File: config.mk
export PLATFORM = sky130hd
export DESIGN_NAME = usb_short_path_class_matcher
export DESIGN_NICKNAME = d
export VERILOG_FILES = /design/src/rtl/uspcm_pkg.sv /design/src/rtl/uspcm_class_cmp.sv /design/src/rtl/usb_short_path_class_matcher.sv
export SDC_FILE = /design/constraint.sdc
export NUM_CORES = 1
export LEC_CHECK = 0
export ABC_AREA = 1
export ABC_CLOCK_PERIOD_IN_PS = 4400
export BUFFER_PORTS_ARGS = -buffer_cell sky130_fd_sc_hd__buf_2
export CAP_MARGIN = 20
export CORE_MARGIN = 2
export CORE_UTILIZATION = 35
export CTS_BUF_LIST = sky130_fd_sc_hd__clkbuf_8
export DETAILED_ROUTE_END_ITERATION = 8
export MAX_ROUTING_LAYER = met4
export PLACE_DENSITY_LB_ADDON = 0.05
export SLEW_MARGIN = 30
export SYNTH_ARGS = -nofsm -noshare
export SYNTH_HDL_FRONTEND = slang
export SYNTH_SLANG_ARGS = --single-unit
File: constraint.sdc
create_clock -name clk -period 4.4 [get_ports clk]
set_input_delay 0.22 -clock clk [delete_from_list [all_inputs] [get_ports clk]]
set_output_delay 0.22 -clock clk [all_outputs]
set_load 0.05 [all_outputs]
File: src/rtl/uspcm_pkg.sv
`default_nettype none

package uspcm_pkg;

  // Node type and subtype codes
  localparam logic [7:0] TYPE_MESSAGING = 8'h03;
  localparam logic [7:0] SUB_USB_CLASS  = 8'h0F;
  localparam logic [7:0] SUB_USB_WWID   = 8'h10;
  localparam logic [7:0] TYPE_END       = 8'h7F;

  // Result outcome codes
  localparam logic [2:0] OUT_NONE      = 3'd0;
  localparam logic [2:0] OUT_MATCH     = 3'd1;
  localparam logic [2:0] OUT_MISMATCH  = 3'd2;
  localparam logic [2:0] OUT_WWID      = 3'd3;
  localparam logic [2:0] OUT_MALFORMED = 3'd4;

  // Configuration register indexes
  localparam int unsigned CFG_IDX_W = 4;
  localparam logic [CFG_IDX_W-1:0] REG_DEV_VENDOR    = 4'd0;
  localparam logic [CFG_IDX_W-1:0] REG_DEV_PRODUCT   = 4'd1;
  localparam logic [CFG_IDX_W-1:0] REG_DEV_CLASS     = 4'd2;
  localparam logic [CFG_IDX_W-1:0] REG_DEV_SUBCLASS  = 4'd3;
  localparam logic [CFG_IDX_W-1:0] REG_DEV_PROTOCOL  = 4'd4;
  localparam logic [CFG_IDX_W-1:0] REG_INTF_CLASS    = 4'd5;
  localparam logic [CFG_IDX_W-1:0] REG_INTF_SUBCLASS = 4'd6;
  localparam logic [CFG_IDX_W-1:0] REG_INTF_PROTOCOL = 4'd7;

  // Byte offsets within a node
  localparam logic [15:0] OFF_TYPE     = 16'd0;
  localparam logic [15:0] OFF_SUBTYPE  = 16'd1;
  localparam logic [15:0] OFF_LEN_LO   = 16'd2;
  localparam logic [15:0] OFF_LEN_HI   = 16'd3;
  localparam logic [15:0] OFF_VID_LO   = 16'd4;
  localparam logic [15:0] OFF_VID_HI   = 16'd5;
  localparam logic [15:0] OFF_PID_LO   = 16'd6;
  localparam logic [15:0] OFF_PID_HI   = 16'd7;
  localparam logic [15:0] OFF_CLASS    = 16'd8;
  localparam logic [15:0] OFF_SUBCLASS = 16'd9;
  localparam logic [15:0] OFF_PROTOCOL = 16'd10;

  localparam logic [15:0] HDR_LEN       = 16'd4;
  localparam logic [15:0] CLASS_NODE_LEN = 16'd11;

  // Wildcards and the interface-association triple
  localparam logic [15:0] WILD_ID    = 16'hFFFF;
  localparam logic [7:0]  WILD_CLASS = 8'hFF;
  localparam logic [7:0]  IAD_CLASS    = 8'hEF;
  localparam logic [7:0]  IAD_SUBCLASS = 8'h02;
  localparam logic [7:0]  IAD_PROTOCOL = 8'h01;

  typedef struct packed {
    logic [15:0] vendor;
    logic [15:0] product;
    logic [7:0]  dev_class;
    logic [7:0]  dev_subclass;
    logic [7:0]  dev_protocol;
    logic [7:0]  intf_class;
    logic [7:0]  intf_subclass;
    logic [7:0]  intf_protocol;
  } dev_cfg_t;

  typedef struct packed {
    logic [15:0] vendor;
    logic [15:0] product;
    logic [7:0]  cls;
    logic [7:0]  subcls;
    logic [7:0]  proto;
  } cap_node_t;

endpackage

`default_nettype wire

File: src/rtl/uspcm_class_cmp.sv
`default_nettype none

// Compares a captured USB class node with the configured device.
module uspcm_class_cmp (
  input  var uspcm_pkg::dev_cfg_t  cfg,
  input  var uspcm_pkg::cap_node_t cap,
  output logic                     match
);

  logic       id_ok;
  logic       defer;
  logic [7:0] want_c;
  logic [7:0] want_s;
  logic [7:0] want_p;
  logic       cls_ok;

  always_comb begin
    id_ok = (cap.vendor == uspcm_pkg::WILD_ID || cap.vendor == cfg.vendor) &&
            (cap.product == uspcm_pkg::WILD_ID || cap.product == cfg.product);

    // class 0 or the IAD triple defers to the interface descriptor
    defer = (cfg.dev_class == 8'h00) ||
            (cfg.dev_class == uspcm_pkg::IAD_CLASS &&
             cfg.dev_subclass == uspcm_pkg::IAD_SUBCLASS &&
             cfg.dev_protocol == uspcm_pkg::IAD_PROTOCOL);

    want_c = defer ? cfg.intf_class    : cfg.dev_class;
    want_s = defer ? cfg.intf_subclass : cfg.dev_subclass;
    want_p = defer ? cfg.intf_protocol : cfg.dev_protocol;

    cls_ok = (cap.cls == uspcm_pkg::WILD_CLASS || cap.cls == want_c) &&
             (cap.subcls == uspcm_pkg::WILD_CLASS || cap.subcls == want_s) &&
             (cap.proto == uspcm_pkg::WILD_CLASS || cap.proto == want_p);

    match = id_ok && cls_ok;
  end

endmodule

`default_nettype wire

File: src/rtl/usb_short_path_class_matcher.sv
`default_nettype none

// Channel   Direction  Payload                      Handshake
// in_       request    path_byte[7:0], last_byte    in_valid / in_ready
// out_      result     matched, outcome[2:0]        out_valid / out_ready
// cfg_      write      index[3:0], wdata[15:0]      cfg_wr_en, no wait
//
// One byte per cycle sustained. A request lands in the input register, the
// node walker updates its state from that register when the request advances,
// and a result (only for a request marked last) moves to the output register.
// out_valid rises when the output register loads a last-marked request's result.
// Reset (rst_n low, synchronous) clears walker state, config and both stages.
// A stalled result holds back only a last-marked request and any input behind it.
module usb_short_path_class_matcher (
  input  wire logic        clk,
  input  wire logic        rst_n,

  input  wire logic        in_valid,
  output logic             in_ready,
  input  wire logic [7:0]  in_path_byte,
  input  wire logic        in_last_byte,

  output logic             out_valid,
  input  wire logic        out_ready,
  output logic             out_matched,
  output logic [2:0]       out_outcome,

  input  wire logic        cfg_wr_en,
  input  wire logic [3:0]  cfg_index,
  input  wire logic [15:0] cfg_wdata
);

  // ---------------------------------------------------------------------
  // Configuration registers
  // ---------------------------------------------------------------------
  uspcm_pkg::dev_cfg_t cfg_r;

  always_ff @(posedge clk) begin
    if (!rst_n) begin
      cfg_r <= '0;
    end else if (cfg_wr_en) begin
      case (cfg_index)
        uspcm_pkg::REG_DEV_VENDOR:    cfg_r.vendor        <= cfg_wdata;
        uspcm_pkg::REG_DEV_PRODUCT:   cfg_r.product       <= cfg_wdata;
        uspcm_pkg::REG_DEV_CLASS:     cfg_r.dev_class     <= cfg_wdata[7:0];
        uspcm_pkg::REG_DEV_SUBCLASS:  cfg_r.dev_subclass  <= cfg_wdata[7:0];
        uspcm_pkg::REG_DEV_PROTOCOL:  cfg_r.dev_protocol  <= cfg_wdata[7:0];
        uspcm_pkg::REG_INTF_CLASS:    cfg_r.intf_class    <= cfg_wdata[7:0];
        uspcm_pkg::REG_INTF_SUBCLASS: cfg_r.intf_subclass <= cfg_wdata[7:0];
        uspcm_pkg::REG_INTF_PROTOCOL: cfg_r.intf_protocol <= cfg_wdata[7:0];
        default: ; // unmapped index: write dropped
      endcase
    end
  end

  // ---------------------------------------------------------------------
  // Input register
  // ---------------------------------------------------------------------
  logic       s1_vld_r;
  logic [7:0] s1_byte_r;
  logic       s1_last_r;
  logic       s1_adv;

  // a non-last byte never produces a result, so it never waits on out_ready
  assign s1_adv   = s1_vld_r && (!s1_last_r || !out_valid || out_ready);
  assign in_ready = !s1_vld_r || s1_adv;

  always_ff @(posedge clk) begin
    if (!rst_n) begin
      s1_vld_r <= 1'b0;
    end else if (in_ready) begin
      s1_vld_r <= in_valid;
    end
  end

  always_ff @(posedge clk) begin
    if (in_valid && in_ready) begin
      s1_byte_r <= in_path_byte;
      s1_last_r <= in_last_byte;
    end
  end

  // ---------------------------------------------------------------------
  // Node walker state
  // ---------------------------------------------------------------------
  logic [15:0]          offset_r,  offset_nxt;
  logic [15:0]          length_r,  length_nxt;
  logic [7:0]           type_r,    type_nxt;
  logic [7:0]           subtype_r, subtype_nxt;
  uspcm_pkg::cap_node_t cap_r,     cap_nxt;
  logic                 decided_r, decided_nxt;
  logic [2:0]           held_r,    held_nxt;

  logic                 cls_match;
  logic                 node_end;
  logic [2:0]           res_outcome;

  // match is judged on the capture including the current byte
  uspcm_class_cmp u_cmp (
    .cfg   (cfg_r),
    .cap   (cap_nxt),
    .match (cls_match)
  );

  always_comb begin
    offset_nxt  = offset_r;
    length_nxt  = length_r;
    type_nxt    = type_r;
    subtype_nxt = subtype_r;
    cap_nxt     = cap_r;
    decided_nxt = decided_r;
    held_nxt    = held_r;
    node_end    = 1'b0;

    if (!decided_r) begin
      case (offset_r)
        uspcm_pkg::OFF_TYPE:     type_nxt          = s1_byte_r;
        uspcm_pkg::OFF_SUBTYPE:  subtype_nxt       = s1_byte_r;
        uspcm_pkg::OFF_LEN_LO:   length_nxt[7:0]   = s1_byte_r;
        uspcm_pkg::OFF_LEN_HI:   length_nxt[15:8]  = s1_byte_r;
        uspcm_pkg::OFF_VID_LO:   cap_nxt.vendor[7:0]   = s1_byte_r;
        uspcm_pkg::OFF_VID_HI:   cap_nxt.vendor[15:8]  = s1_byte_r;
        uspcm_pkg::OFF_PID_LO:   cap_nxt.product[7:0]  = s1_byte_r;
        uspcm_pkg::OFF_PID_HI:   cap_nxt.product[15:8] = s1_byte_r;
        uspcm_pkg::OFF_CLASS:    cap_nxt.cls       = s1_byte_r;
        uspcm_pkg::OFF_SUBCLASS: cap_nxt.subcls    = s1_byte_r;
        uspcm_pkg::OFF_PROTOCOL: cap_nxt.proto     = s1_byte_r;
        default: ; // payload beyond the class fields is skipped
      endcase

      node_end = (offset_r >= uspcm_pkg::OFF_LEN_HI) &&
                 ({1'b0, offset_r} + 17'd1 == {1'b0, length_nxt});

      if (offset_r == uspcm_pkg::OFF_LEN_HI && length_nxt < uspcm_pkg::HDR_LEN) begin
        // length field below the header size
        decided_nxt = 1'b1;
        held_nxt    = uspcm_pkg::OUT_MALFORMED;
      end else if (node_end) begin
        if (type_r == uspcm_pkg::TYPE_MESSAGING && subtype_r == uspcm_pkg::SUB_USB_CLASS) begin
          decided_nxt = 1'b1;
          held_nxt    = (length_nxt >= uspcm_pkg::CLASS_NODE_LEN && cls_match) ?
                        uspcm_pkg::OUT_MATCH : uspcm_pkg::OUT_MISMATCH;
        end else if (type_r == uspcm_pkg::TYPE_MESSAGING &&
                     subtype_r == uspcm_pkg::SUB_USB_WWID) begin
          decided_nxt = 1'b1;
          held_nxt    = uspcm_pkg::OUT_WWID;
        end else if (type_r == uspcm_pkg::TYPE_END) begin
          decided_nxt = 1'b1;
          held_nxt    = uspcm_pkg::OUT_NONE;
        end else begin
          // uninteresting node: start fresh on the next header
          offset_nxt  = '0;
          length_nxt  = '0;
          type_nxt    = '0;
          subtype_nxt = '0;
          cap_nxt     = '0;
        end
      end else begin
        offset_nxt = offset_r + 16'd1;
      end
    end

    // end of stream: a decided outcome is reported; otherwise a node cut short
    // after its header is malformed, and a partial header is simply ignored
    if (decided_nxt) begin
      res_outcome = held_nxt;
    end else if (offset_nxt >= uspcm_pkg::HDR_LEN) begin
      res_outcome = uspcm_pkg::OUT_MALFORMED;
    end else begin
      res_outcome = uspcm_pkg::OUT_NONE;
    end
  end

  always_ff @(posedge clk) begin
    if (!rst_n) begin
      offset_r  <= '0;
      length_r  <= '0;
      type_r    <= '0;
      subtype_r <= '0;
      cap_r     <= '0;
      decided_r <= 1'b0;
      held_r    <= uspcm_pkg::OUT_NONE;
    end else if (s1_adv) begin
      if (s1_last_r) begin
        // path finished: clear for the next one
        offset_r  <= '0;
        length_r  <= '0;
        type_r    <= '0;
        subtype_r <= '0;
        cap_r     <= '0;
        decided_r <= 1'b0;
        held_r    <= uspcm_pkg::OUT_NONE;
      end else begin
        offset_r  <= offset_nxt;
        length_r  <= length_nxt;
        type_r    <= type_nxt;
        subtype_r <= subtype_nxt;
        cap_r     <= cap_nxt;
        decided_r <= decided_nxt;
        held_r    <= held_nxt;
      end
    end
  end

  // ---------------------------------------------------------------------
  // Output register
  // ---------------------------------------------------------------------
  logic       out_load;
  logic       out_vld_r;
  logic       out_matched_r;
  logic [2:0] out_outcome_r;

  assign out_load = s1_adv && s1_last_r;

  always_ff @(posedge clk) begin
    if (!rst_n) begin
      out_vld_r <= 1'b0;
    end else if (out_load) begin
      out_vld_r <= 1'b1;
    end else if (out_ready) begin
      out_vld_r <= 1'b0;
    end
  end

  always_ff @(posedge clk) begin
    if (out_load) begin
      out_matched_r <= (res_outcome == uspcm_pkg::OUT_MATCH);
      out_outcome_r <= res_outcome;
    end
  end

  assign out_valid   = out_vld_r;
  assign out_matched = out_matched_r;
  assign out_outcome = out_outcome_r;

endmodule

`default_nettype wire
# After elaboration in Yosys (flattened, before gate mapping)

Cells that the tools add are included.

Output and inout bits: 6
Input port bits: 34
Bits in registers: 203
Word-level logic and storage cells: 177

Order comparisons: 4
$add $sub $neg: 2
Reductions and logical operators: 39
Equality and inequality tests: 37
Muxes and demuxes: 70

Operator list:

| kind                  | number |
|---|---|
| $mux 56               | 7 |
| $mux 8                | 30 |
| $mux 16               | 14 |
| $eq 16x3->1 const B   | 4 |
| $eq 16x4->1 const B   | 3 |
| $eq 16x16->1          | 2 |
| $eq 16x16->1 const B  | 2 |
| $eq 16x2->1 const B   | 2 |
| $eq 8x8->1 const B    | 4 |
| $mux 3                | 9 |
| $eq 8x8->1            | 3 |
| $reduce_and 2->1      | 9 |
| $add 16x1->17 const B | 1 |
| $eq 17x16->1          | 1 |
| $add 16x1->16 const B | 1 |
| $eq 16x1->1 const B   | 1 |
| $eq 4x3->1 const B    | 4 |
| $eq 8x2->1 const B    | 2 |
| $ge 16x2->1 const B   | 1 |
| $ge 16x3->1 const B   | 1 |
| $ge 16x4->1 const B   | 1 |
| $logic_not 16->1      | 1 |
| $lt 16x3->1 const B   | 1 |
| $logic_and 1x1->1     | 14 |
| other kinds (15)      | 34 |

# Logic depth before layout (Yosys ltp)

Depth after elaboration: 21
Gate-level depth with buffers: 33

# Cells and area by module

Synthesis repeated with hierarchy kept, for this count alone.

Cells, all modules: 1983
Area total of the unflattened synthesis: 12674.7 um^2

Modules (own cells, without submodules):

| module                       | area an instance (um^2) | instances | cells each |
|---|---|---|---|
| usb_short_path_class_matcher | 10996.8                 | 1         | 1628 |
| uspcm_class_cmp              | 1677.9                  | 1         | 355 |

# Least setup slack after synthesis

Ideal clock, no wire load.

Kind: register -> register
Start: reg offset_r[0]
End: reg out_outcome_r[1] (netlist: out_outcome[1]) (data pin)
Cell stages (with the launch flop): 27
Setup time: 0.265 ns
Required time: 4.135 ns
Slack: 1.254 ns
Arrival time: 2.881 ns
Period minus slack after synthesis: 3.146 ns
Cells stage by stage: dfxtp_1 ha_1 nand2_1 nor2_2 nand2_2 buf_6 o21ai_2 nand2_1 nor2_1 nand3_2 nor2_4 nor2_1 nand3_2 buf_6 buf_6 nand2_1 nand2_1 nand4_1 or2_0 nand2_1 nand2_1 nor2_1 nand2_1 nand2_1 nand2_1 inv_2 nor2_1

Cells in the longest elaborated chain, start to end: 20
Elaborated cells between the ends (all ways): 62
Those cells by class: 1 x add/sub; 3 x order compare; 20 x eq/ne; 26 x mux; 12 x reduce/logical

RTL lines:

| what                                                                 | line                                | source |
|---|---|---|
| start: declaration                                                   | usb_short_path_class_matcher.sv:86  | `logic [15:0] offset_r, offset_nxt;` |
| start signal: assignment                                             | usb_short_path_class_matcher.sv:194 | `offset_r <= offset_nxt;` |
| parallel branches: the longest is 19 deep, another holds $lt 16x3->1 | --                                  |  |
| $mux 3 *                                                             | usb_short_path_class_matcher.sv:165 | `if (decided_nxt) begin` |
| named net res_outcome[1]                                             | usb_short_path_class_matcher.sv:96  | `logic [2:0] res_outcome;` |
| end signal: assignment                                               | usb_short_path_class_matcher.sv:228 | `out_outcome_r <= res_outcome;` |
| end: declaration                                                     | usb_short_path_class_matcher.sv:211 | `logic [2:0] out_outcome_r;` |

Mark *: on every way through the listed nets, which the timed path passes. The select of a mux whose other input is x is not followed.
A chain may end at the register's enable or synchronous reset.

# Worst setup path in the final report

Start: reg offset_r[2]
End: reg out_matched_r (netlist: out_matched) (data pin)

Cells in the longest elaborated chain, start to end: 21
Elaborated cells between the ends (all ways): 72
Those cells by class: 2 x add/sub; 4 x order compare; 21 x eq/ne; 33 x mux; 12 x reduce/logical

RTL lines:

| what                                                                 | line                                | source |
|---|---|---|
| parallel branches: the longest is 19 deep, another holds $lt 16x3->1 | --                                  |  |
| $mux 3 *                                                             | usb_short_path_class_matcher.sv:165 |  |
| $eq 3x1->1 *                                                         | usb_short_path_class_matcher.sv:227 | `out_matched_r <= (res_outcome == uspcm_pkg::OUT_MATCH);` |
| end signal: assignment                                               | usb_short_path_class_matcher.sv:227 |  |
| end: declaration                                                     | usb_short_path_class_matcher.sv:210 | `logic out_matched_r;` |

Every way passes the cells marked *. The select of a mux whose other input is x is not followed.

==> out/summary.md <==
The Yosys step of the flow raised 0 warnings. Clock root buffer: sky130_fd_sc_hd__clkbuf_8. For the relative slew slack, the log shows 0.335.

A synthesized cell averages 6.13 µm². After global routing the overflow that remains totals 0. The proportion of register bits with asynchronous set or reset after synthesis works out to 0. Leaving out fill and tap cells, the most frequent cell in the layout is sky130_fd_sc_hd__nand2_1. The number of antenna diodes in the final layout is 0.

Setup repair after global routing left no endpoint under its margin. The top-level port count came out at 40. The predominant post-synthesis flop cell was sky130_fd_sc_hd__dfxtp_1. For the pin with the worst max-slew slack, the measured transition is 0.997 ns.

The total power after layout came out at 4.29 mW. The clock reaches the later pin of the worst-skew pair after 0.62 ns. Of all nets on the critical path, the largest fanout is 56.

Compared with the post-synthesis result, the final layout area differs by 14.5%. In this run the number of H-tree levels came out at 2. Summing over every cut layer, the via total after detailed routing is 12840. The floorplan step set the die height to 190 µm. STA classifies the critical path endpoint as a flip-flop.

Data on the critical path is required at its endpoint by 4.85 ns. The half-perimeter wire length after placement was 28800 µm. Across all register-to-register paths, the minimum setup slack is 0.37 ns. The logs give 0 for the final count of negative-setup-slack endpoints and 0.248 for the overall routing resource usage.

The pin count of the biggest net entering global routing is 82, and the final weighted congestion in routability-driven placement is 0.865. The post-synthesis cell area was 12200 µm²; the post-CTS setup buffer count was 0. The layout has 3793 filler cells. The number of pins exceeding their max-slew limit in the final report was 0; the fraction of layout instances using a drive strength above 1 was 0.0862. Between clock sinks in the finished design, the worst skew comes to 0.0382 ns. The tools report the number of library cell types mapped by synthesis as 44.

Data on the critical path arrives at its endpoint at 4.47 ns. The number of nets handed over by synthesis was 2022. The number of antenna violations at the first check in global routing was 0. After the first detailed-routing iteration, the DRC count stood at 770. The area occupied by registers was 4200 µm²; the area of the die was 36300 µm². The wire length per cell after detailed routing came out at 17.1 µm.

After synthesis, the cell types taking the most area are sky130_fd_sc_hd__dfxtp_1 (31%), sky130_fd_sc_hd__nand2_1 (20%), sky130_fd_sc_hd__a21oi_1 (8.4%), sky130_fd_sc_hd__nor2_1 (6.8%), sky130_fd_sc_hd__inv_1 (5.2%). The run gives 0.354 as the effective utilization at floorplan. The run finished with clean final reports. Based on the critical path, the design can be clocked at up to 0.248 GHz. The clock passes through at most 3 buffers.

The area fraction of the dominant cell type after synthesis works out to 0.313. The worst min-delay path category is in2reg. Across the VDD grid, the largest voltage drop is 0.000187 V.

TritonCTS built the clock tree. The final hold violation count was 0; the post-route antenna net violation count was 0. For this design the static power due to leakage is 6.09 nW. The share of the clock period used by the worst path after layout was 0.915; the number of global-route vias before repair was 12040.

Area of combinational cells with multiple inputs: 6910 µm². In this run, synthesis produced a sequential element count of 203. The accumulated negative setup slack was 0 ns. After detailed routing, the total wire length is 43200 µm.

The first global-routing pass estimated 67800 µm of wire. The largest total area in the synthesized netlist belongs to sky130_fd_sc_hd__dfxtp_1. For this run, the post-layout net count is 2072. Subtracting the final worst setup slack from the clock period gives 4.03 ns. After detailed routing, the number of vias per cell comes to 5.09. The number of cell rows is 68. For the part of the Yosys area used for sequential elements, the log shows 0.345. The total CTS buffers was 42. Total power per unit cell area: 308 nW/µm².

The tools report the residual DRC count as 0. Yosys mapped a number of flops with a built-in enable equal to 13. In this run the tool buffered the top-level ports with 39 buffer cells.

Counting every sink on the clock net gives 203. Die span in x: 190 µm. In the synthesized netlist, the number of instances is 1984. STA classifies the critical path startpoint as a flip-flop. Max-cap violations in this run came to 0.

The number of iterations in the first detailed-routing pass was 5. The kind of critical path was reg2reg. The core box area is 34400 µm², and the post-CTS clock slew at the launch and capture registers of the worst setup and hold paths is 0.06 ns. In the layout the commonest cells are sky130_fd_sc_hd__nand2_1 (651), sky130_fd_sc_hd__nor2_1 (218), sky130_fd_sc_hd__a21oi_1 (203).
stage by stage:
step	hold WS, ns	cell area [µm²]	utilization	cells	setup slack (ns)
global placement	0.397	12800	0.374	2421	0.337
floorplan	0.319	12200	-	1984	1.25
CTS	0.00649	13900	0.405	2521	0.313
finish	0.0454	13900	0.405	2521	0.374
detailed placement	0.400	12800	0.374	2421	0.322
global route	0.0432	13900	0.405	2521	0.000131
worst paths after layout:
kind,start,endpoint,cells past startpoint
setup / recovery,offset_r[2]$_SDFFE_PN0P_,out_matched$_DFFE_PP_,27
hold / removal,cfg_wdata[2],cfg_r[10]$_SDFFE_PN0P_,3
setup reg to reg,offset_r[2]$_SDFFE_PN0P_,out_matched$_DFFE_PP_,27
hold reg to reg,length_r[1]$_SDFFE_PN0P_,length_r[1]$_SDFFE_PN0P_,2
cells in the mapped netlist, types with 13 or more instances:
library cell and n:
sky130_fd_sc_hd__o21ai_0 111, sky130_fd_sc_hd__o211ai_1 22, sky130_fd_sc_hd__clkbuf_1 72, sky130_fd_sc_hd__nand3_1 102, sky130_fd_sc_hd__dfxtp_1 190, sky130_fd_sc_hd__inv_1 169
sky130_fd_sc_hd__nand2_1 652, sky130_fd_sc_hd__nor2_1 219, sky130_fd_sc_hd__nand4_1 28, sky130_fd_sc_hd__a21oi_1 203, sky130_fd_sc_hd__edfxtp_1 13, sky130_fd_sc_hd__nor3_1 65
final cells by class:
cell class	instances	area share
inverters	172	0.0464
multi-input cells	1510	0.496
clock buffers	53	0.0524
flip-flops and latches	203	0.302
repair buffers	105	0.0557
clock inverters	23	0.00728
well taps	455	0.0409
sequential cells by signal (all words and copies together) (netlist names), 3 cells and up:
register / cells
cfg_r: 80
cap_r: 56
length_r: 16
offset_r: 16
s1_byte_r: 8
subtype_r: 8
type_r: 8
held_r: 3
out_outcome: 3
routing by layer:
metal	global-route usage	wire length (µm)	vias to the layer above
met5	-	0	-
met3	0.0381	2000	86
met1	0.318	20200	5891
li1	-	-	6588
met4	0.0912	1240	0
met2	0.394	19800	275
logic make-up (layout without fill, tap and decap cells):
group                    count (synthesis)  count (layout)  synth area share
AO/OA/AOI/OAI                          364             364             0.159
XOR/XNOR                                14              14            0.0101
adder cells (fa/ha/maj)                  4               4           0.00412
buffers and inverters                  271             353            0.0899
flip-flops                             203             203             0.345
multiplexers                            11              11           0.00905
AND/OR/NAND/NOR                       1117            1117             0.383
where the power goes:
part | leakage (nW) | internal (mW) | switching (mW)
clock network | 0.480 | 1.08 | 0.924
logic | 3.94 | 0.118 | 0.263
registers | 1.66 | 1.88 | 0.0229
critical path, stage by stage, from the launching register on:
cell	delay [ns]
sky130_fd_sc_hd__dfxtp_1	0.51
sky130_fd_sc_hd__nand3_1	0.29
sky130_fd_sc_hd__nor2_1	0.32
sky130_fd_sc_hd__nand3_1	0.14
sky130_fd_sc_hd__xor2_1	0.18
sky130_fd_sc_hd__buf_4	0.16
sky130_fd_sc_hd__a21oi_1	0.16
sky130_fd_sc_hd__nand2_1	0.09
sky130_fd_sc_hd__nor2_2	0.17
sky130_fd_sc_hd__nand3_2	0.12
sky130_fd_sc_hd__buf_12	0.21
sky130_fd_sc_hd__nand2_1	0.12
sky130_fd_sc_hd__nand2_1	0.10
sky130_fd_sc_hd__nand2_1	0.08
sky130_fd_sc_hd__nand2_1	0.05
sky130_fd_sc_hd__nor2_1	0.11
sky130_fd_sc_hd__nand2_1	0.11
sky130_fd_sc_hd__nor2_1	0.14
sky130_fd_sc_hd__nand2_1	0.07
sky130_fd_sc_hd__nand2_1	0.08
sky130_fd_sc_hd__nand2_1	0.11
sky130_fd_sc_hd__inv_1	0.07
sky130_fd_sc_hd__nand2_1	0.08
sky130_fd_sc_hd__nand2_1	0.08
sky130_fd_sc_hd__nand2_1	0.09
sky130_fd_sc_hd__inv_2	0.07
sky130_fd_sc_hd__nand2_1	0.05
sky130_fd_sc_hd__nor2_1	0.09
what timing repair did:
item,4_1_cts,5_1_grt
endpoints found under the setup margin,0,5
hold buffers,24,0
hold endpoints to repair,34,0
resized for setup,0,3
Note: power is estimated with default switching activity, not from simulation.
